$ cat src/hdl/integer_to_ascii_radix_core_assert.svh
// Assertion macros shared by the conversion core.
`ifndef INTEGER_TO_ASCII_RADIX_CORE_ASSERT_SVH
`define INTEGER_TO_ASCII_RADIX_CORE_ASSERT_SVH

`ifndef SYNTHESIS

// Check a property once reset has been released.
`define I2A_ASSERT(lbl, clk, rst_n, prop) \
  lbl: assert property (@(posedge clk) disable iff (!rst_n) prop) \
    else $error("i2a check failed");

// Check a property at every edge, reset included.
`define I2A_ASSERT_ALWAYS(lbl, clk, prop) \
  lbl: assert property (@(posedge clk) prop) \
    else $error("i2a check failed");

`else

`define I2A_ASSERT(lbl, clk, rst_n, prop)
`define I2A_ASSERT_ALWAYS(lbl, clk, prop)

`endif

`endif

$ cat src/hdl/i2a_pkg.sv
package i2a_pkg;

  // Width of the value that is converted; the value field itself is VALUE_W wide.
  localparam int unsigned VALUE_BITS  = 64;
  localparam int unsigned VALUE_W     = 64;
  localparam int unsigned RADIX_W     = 5;
  localparam int unsigned CHAR_W      = 8;
  localparam int unsigned DIGIT_W     = 4;
  localparam int unsigned DIGIT_DEPTH = 64;
  localparam int unsigned DIGIT_AW    = $clog2(DIGIT_DEPTH);
  localparam int unsigned CNT_W       = DIGIT_AW + 1;
  localparam int unsigned STEP_W      = $clog2(VALUE_BITS);

  localparam logic [RADIX_W-1:0] RADIX_MIN = RADIX_W'(2);
  localparam logic [RADIX_W-1:0] RADIX_MAX = RADIX_W'(16);
  localparam logic [RADIX_W-1:0] RADIX_DEC = RADIX_W'(10);

  localparam logic [CHAR_W-1:0] CHAR_MINUS = 8'h2d;

  localparam logic [CHAR_W-1:0] DIGIT_CHARS [16] = '{
    8'h30, 8'h31, 8'h32, 8'h33, 8'h34, 8'h35, 8'h36, 8'h37,
    8'h38, 8'h39, 8'h61, 8'h62, 8'h63, 8'h64, 8'h65, 8'h66
  };

  typedef struct packed {
    logic                  start;
    logic [VALUE_BITS-1:0] dividend;
    logic [RADIX_W-1:0]    radix;
  } div_ctrl_t;

  typedef struct packed {
    logic busy;
    logic done;
  } div_stat_t;

  function automatic logic [CHAR_W-1:0] digit_char(input logic [DIGIT_W-1:0] d);
    return DIGIT_CHARS[d];
  endfunction

endpackage

$ cat src/hdl/i2a_div.sv
// Bit-serial restoring divider: one quotient bit per cycle, small radix divisor.
module i2a_div import i2a_pkg::*; (
  input  logic                  clk_i,
  input  logic                  rst_ni,
  input  div_ctrl_t             ctrl_i,
  output div_stat_t             stat_o,
  output logic [VALUE_BITS-1:0] quot_o,
  output logic [DIGIT_W-1:0]    rem_o
);

  logic                  busy_q;
  logic                  done_q;
  logic [STEP_W-1:0]     step_q;
  logic [VALUE_BITS-1:0] quot_q;
  logic [DIGIT_W-1:0]    rem_q;
  logic [RADIX_W-1:0]    rad_q;

  logic [RADIX_W-1:0] trial;
  logic [RADIX_W-1:0] diff;
  logic               fits;

  // Bring down the next dividend bit and try the subtraction.
  assign trial = {rem_q, quot_q[VALUE_BITS-1]};
  assign fits  = (trial >= rad_q);
  assign diff  = trial - rad_q;

  always_ff @(posedge clk_i or negedge rst_ni) begin
    if (!rst_ni) begin
      busy_q <= 1'b0;
      done_q <= 1'b0;
      step_q <= '0;
    end else if (ctrl_i.start) begin
      busy_q <= 1'b1;
      done_q <= 1'b0;
      step_q <= '0;
    end else if (busy_q) begin
      step_q <= step_q + STEP_W'(1);
      if (step_q == STEP_W'(VALUE_BITS - 1)) begin
        busy_q <= 1'b0;
        done_q <= 1'b1;
      end
    end else begin
      done_q <= 1'b0;
    end
  end

  always_ff @(posedge clk_i) begin
    if (ctrl_i.start) begin
      quot_q <= ctrl_i.dividend;
      rem_q  <= '0;
      rad_q  <= ctrl_i.radix;
    end else if (busy_q) begin
      quot_q <= {quot_q[VALUE_BITS-2:0], fits};
      rem_q  <= fits ? diff[DIGIT_W-1:0] : trial[DIGIT_W-1:0];
    end
  end

  assign stat_o.busy = busy_q;
  assign stat_o.done = done_q;
  assign quot_o      = quot_q;
  assign rem_o       = rem_q;

endmodule

$ cat config.mk
export PLATFORM = sky130hd
export DESIGN_NAME = i2a_div
export DESIGN_NICKNAME = d
export VERILOG_FILES = /design/src/hdl/integer_to_ascii_radix_core_assert.svh /design/src/hdl/i2a_pkg.sv /design/src/hdl/i2a_div.sv
export SDC_FILE = /design/constraint.sdc
export NUM_CORES = 1
export LEC_CHECK = 0
export BUFFER_PORTS_ARGS = -buffer_cell sky130_fd_sc_hd__buf_2
export CORE_AREA = 3 3 89 91
export CTS_BUF_LIST = sky130_fd_sc_hd__clkbuf_4 sky130_fd_sc_hd__clkbuf_8
export DETAILED_ROUTE_END_ITERATION = 10
export DIE_AREA = 0 0 92 94
export PLACE_DENSITY = 0.93
export RECOVER_POWER = 100
export SETUP_SLACK_MARGIN = 0.4
export SYNTH_ARGS = -nofsm -noshare
export SYNTH_HDL_FRONTEND = slang
export SYNTH_SLANG_ARGS = --single-unit
$ cat constraint.sdc
create_clock -name clk_i -period 2.75 [get_ports clk_i]
set_input_delay 0.825 -clock clk_i [delete_from_list [all_inputs] [get_ports clk_i]]
set_output_delay 0.825 -clock clk_i [all_outputs]
set_load 0.01 [all_outputs]
Word level (Yosys, flattened, before mapping)
Index checks and enable logic that the tools add are counted.

storage, ports and cells
  word-level logic and storage cells = 23
  input port bits = 72
  bits in registers = 81
  output and inout bits = 70

cells by class
  $add $sub $neg = 2
  muxes and demuxes = 11
  reductions and logical operators = 1
  magnitude comparators = 1
  equal/unequal tests = 2

operator list
  kind                                                              count
  64-bit two-way mux                                                2
  6-bit two-way mux                                                 2
  6-bit by 1-bit adder with 6-bit output (second input constant)    1
  6-bit equality test (second input constant)                       1
  1-bit two-way mux                                                 6
  5-bit >= comparator                                               1
  4-bit two-way mux                                                 1
  4-bit subtractor                                                  1
  3-bit by 2-bit != test with 1-bit output (second input constant)  1
  2-bit nonzero test                                                1

Longest topological paths before layout
  depth in word-level cells = 4
  depth in mapped cells = 7
  mapped depth without buffers = 7

Worst setup path after synthesis
OpenSTA, ideal clock, no wires.

  kind = input -> register
  start point = input port ctrl_i[69] (netlist bit)
  end point = register quot_q[0] (netlist: quot_o[0]) (enable)
  path buffers = 3
  required time = 2.356 ns
  arrival time = 2.291 ns
  path slack = 0.065 ns
  stages = 4
  library setup time = 0.394 ns
  cells stage by stage = clkbuf_1 > buf_2 > buf_2 > or2_2

on the way
  word-level cells in the longest chain between the ends = 1

RTL lines
  item                                 RTL line       source
  start, declared                      i2a_div.sv:5   input div_ctrl_t ctrl_i,
  2-bit nonzero test (no source line)  --
  end signal, assigned                 i2a_div.sv:49  quot_q <= ctrl_i.dividend;
  end signal, assigned                 i2a_div.sv:53  quot_q <= {quot_q[VALUE_BITS-2:0], fits};
  end, declared                        i2a_div.sv:14  logic [VALUE_BITS-1:0] quot_q;

Every way passes these cells.
A chain may end at the register's enable or synchronous reset.

Final worst setup path
  start point = register busy_q
  end point = register quot_q[2] (netlist: quot_o[2]) (enable)

on the way
  word-level cells in the longest chain between the ends = 1

RTL lines
  item                                 RTL line       source
  start, declared                      i2a_div.sv:11  logic busy_q;
  start signal, assigned               i2a_div.sv:29  busy_q <= 1'b0;
  start signal, assigned               i2a_div.sv:33  busy_q <= 1'b1;
  start signal, assigned               i2a_div.sv:39  busy_q <= 1'b0;
  2-bit nonzero test (no source line)  --

Every way passes these cells.

==> results.cfg <==
[status]
status = complete, no violations

[synthesis]
synth-edff-count = 69
synth.top_cells.by_count = edfxtp_1 (69), mux2_2 (64), buf_2 (8), dfrtp_1 (8), nor2_1 (8)
synthFlopType = edfxtp_1
yosysTopAreaCell = edfxtp_1
synth.area.top_cells = edfxtp_1 (58%), mux2_2 (20%), dfrtp_1 (5.6%)
async_flop_share_pct = 9.88
yosysUniqueCellTypes = 35
postSynthAreaPerCell_um2 = 16.5
synthesis.nets = 297
yosys.cell_count.top_type = edfxtp_1
ys_ff_latch = 81
netlist_instances = 218
synth_top_area_share_pct = 57.8
seq_area_frac_synth_pct = 65.6
ys_warn_count = 0
syn-cell-area_um2 = 3590

[global_route]
grt.overflow.total = 0
antenna_found_initial = 0
grt_max_degree = 37
grt_util_all_layers_pct = 17.1
grt_pass1_vias = 2378
grt_first_pass_wirelength_um = 11500

[routing]
wl_um = 7300
avgRoutedWirePerCell_um = 15.7
num_vias = 2339
vias_per_cell = 5.03
dr.pass1.iters = 4
drc = 0
ant_nets = 0
drt_iter0_drc = 140

[placement]
place.gp.congestion = 0.781
dp_cells = 449
placed_cell_area_um2 = 4400
dp_worst_setup_slack_ns = 0.526
hpwl_um = 5320
io_buffers = 141

[sta]
grt_setup_unrepaired = no
slew_headroom_pct = 43.8
finalSetupTns_ns = 0
slew_viol_final = 0
worstMarginPinSlew_ns = 0.844
fmax_mhz = 445
skew_ns = 0.0114
period_share_pct = 81.8
fin_hold_ws_ns = 0.407
period_minus_slack_ns = 2.25
setup_ws_ns = 0.500
setup_viol = 0
hold_viol = 0

[clocking]
cts_tree = done
max-clock-path-buffers = 2
cts_made_buffers = 9
cts_sinks = 81
h-tree-depth = 3
cts_resized = 0
worstSkewPairLatency_ns = 0.34
clk_pin_slew_ns = 0.08
clockRootBuffer = clkbuf_8
cts_hold_buffers = 0
cts_setup_buffers = 0

[worst_setup_path]
startpoint_type = register
arrival_ns = 2.21
worstPathRequired_ns = 2.71
rr_worst_depth = 2
cp-end-kind = register
path_class = reg -> reg
cp_max_fo = 30

[floorplanning]
die_area_um2 = 8650
die_y_um = 94
core-area_um2 = 7210
rows = 31
io_pins = 142
initial_utilization_pct = 49.7
die_w_um = 92

[power_and_ir_drop]
power_density_nw_per_um2 = 666
power_leakage_nw = 1.81
power_frac_seq_pct = 52.3
pwr-share-clk_pct = 31.6
finalPower_mw = 2.99
p_sw_share_pct = 24.4
intPower_mw = 2.26
combPwrFrac_pct = 16.1
switchingPower_mw = 0.730
vdd_drop_max_mv = 0.297

[finish]
num-nets-final = 440
final_area_um2 = 4500
antenna_cells = 0
utilization_pct = 62.3
finalNonFillerCells = 465
fill_cells = 614
area_delta_synth_final_pct = 25.4
drive_gt1_share_pct = 43.4

[flow_run]
maxCapViolCount = 0

[min_path]
hold_class = in -> async
sequential cells by signal (all words and copies together) (netlist names):
register,count
quot_o,64
done_q,1
rem_o,4
busy_q,1
step_q,6
rad_q,5
kinds of logic (layout without fill, tap and decap cells):
group / Yosys count / count (layout) / synth area share [%]
fa+ha+maj: 7 / 7 / 2.65
xor+xnor: 6 / 6 / 1.46
buf+inv: 19 / 167 / 2.48
simple gates: 25 / 25 / 3.84
flops: 81 / 81 / 65.6
compound gates: 12 / 12 / 2.65
mux: 68 / 68 / 21.3
placed cells by master (no fill, tap or decap), types with 3 or more instances in the layout:
cell type / netlist / layout
nand2_1: 5 / 5
clkbuf_1: 2 / 72
clkbuf_4: 0 / 3
buf_2: 8 / 69
nor2_1: 8 / 8
inv_1: 6 / 6
xor2_1: 4 / 4
ha_1: 6 / 6
clkbuf_2: 0 / 3
mux2i_1: 3 / 3
dfrtp_1: 8 / 8
edfxtp_1: 69 / 69
mux2_2: 64 / 64
clkbuf_8: 0 / 9
dfxtp_1: 4 / 4
layer usage:
layer | vias to the layer above | track usage, % | part of all wire [%]
met2 | 84 | 28.3 | 52
li1 | 1104 | - | -
met3 | 14 | 4.25 | 5.3
met1 | 1137 | 21.5 | 41
met4 | 0 | 7.43 | 1.6
met5 | - | 0 | 0
critical path, stage by stage (launching register included):
cell      delay [ns]
dfrtp_1         0.72
or2_4           0.47
clkbuf_2        0.66
area by class of cell:
type	instances	area, µm²	area share, %
Multi-Input combinational cell	118	1140	25.5
Tap cell	99	124	2.75
Inverter	6	22.5	0.501
Clock inverter	4	70.1	1.56
Clock buffer	12	146	3.25
Timing Repair Buffer	145	638	14.2
Sequential cell	81	2350	52.3
power by group through the flow:
stage	Sequential [mW]	Combinational, mW	Clock, mW
CTS	1.56	0.528	0.969
global route	1.58	0.530	1.02
detailed placement	1.59	0.527	0
global placement	1.58	0.504	0
finish	1.56	0.482	0.947
floorplan	1.63	0.250	0
path summary, 6_finish.rpt:
kind	start	endpoint	slack, ns
max in group asynchronous	rst_ni	step_q[4]$_DFFE_PN0P_	2.03
worst max register to register	busy_q$_DFF_PN0_	quot_o[2]$_DFFE_PP_	0.50
worst min register to register	rem_o[3]$_SDFFE_PP0P_	rem_o[3]$_SDFFE_PP0P_	0.54
min in group clk_i	rem_o[3]$_SDFFE_PP0P_	rem_o[3]$_SDFFE_PP0P_	0.54
worst min-delay path	rst_ni	step_q[3]$_DFFE_PN0P_	0.41
worst max-delay path	busy_q$_DFF_PN0_	quot_o[2]$_DFFE_PP_	0.50
Note: power is estimated with default switching activity, not from simulation.
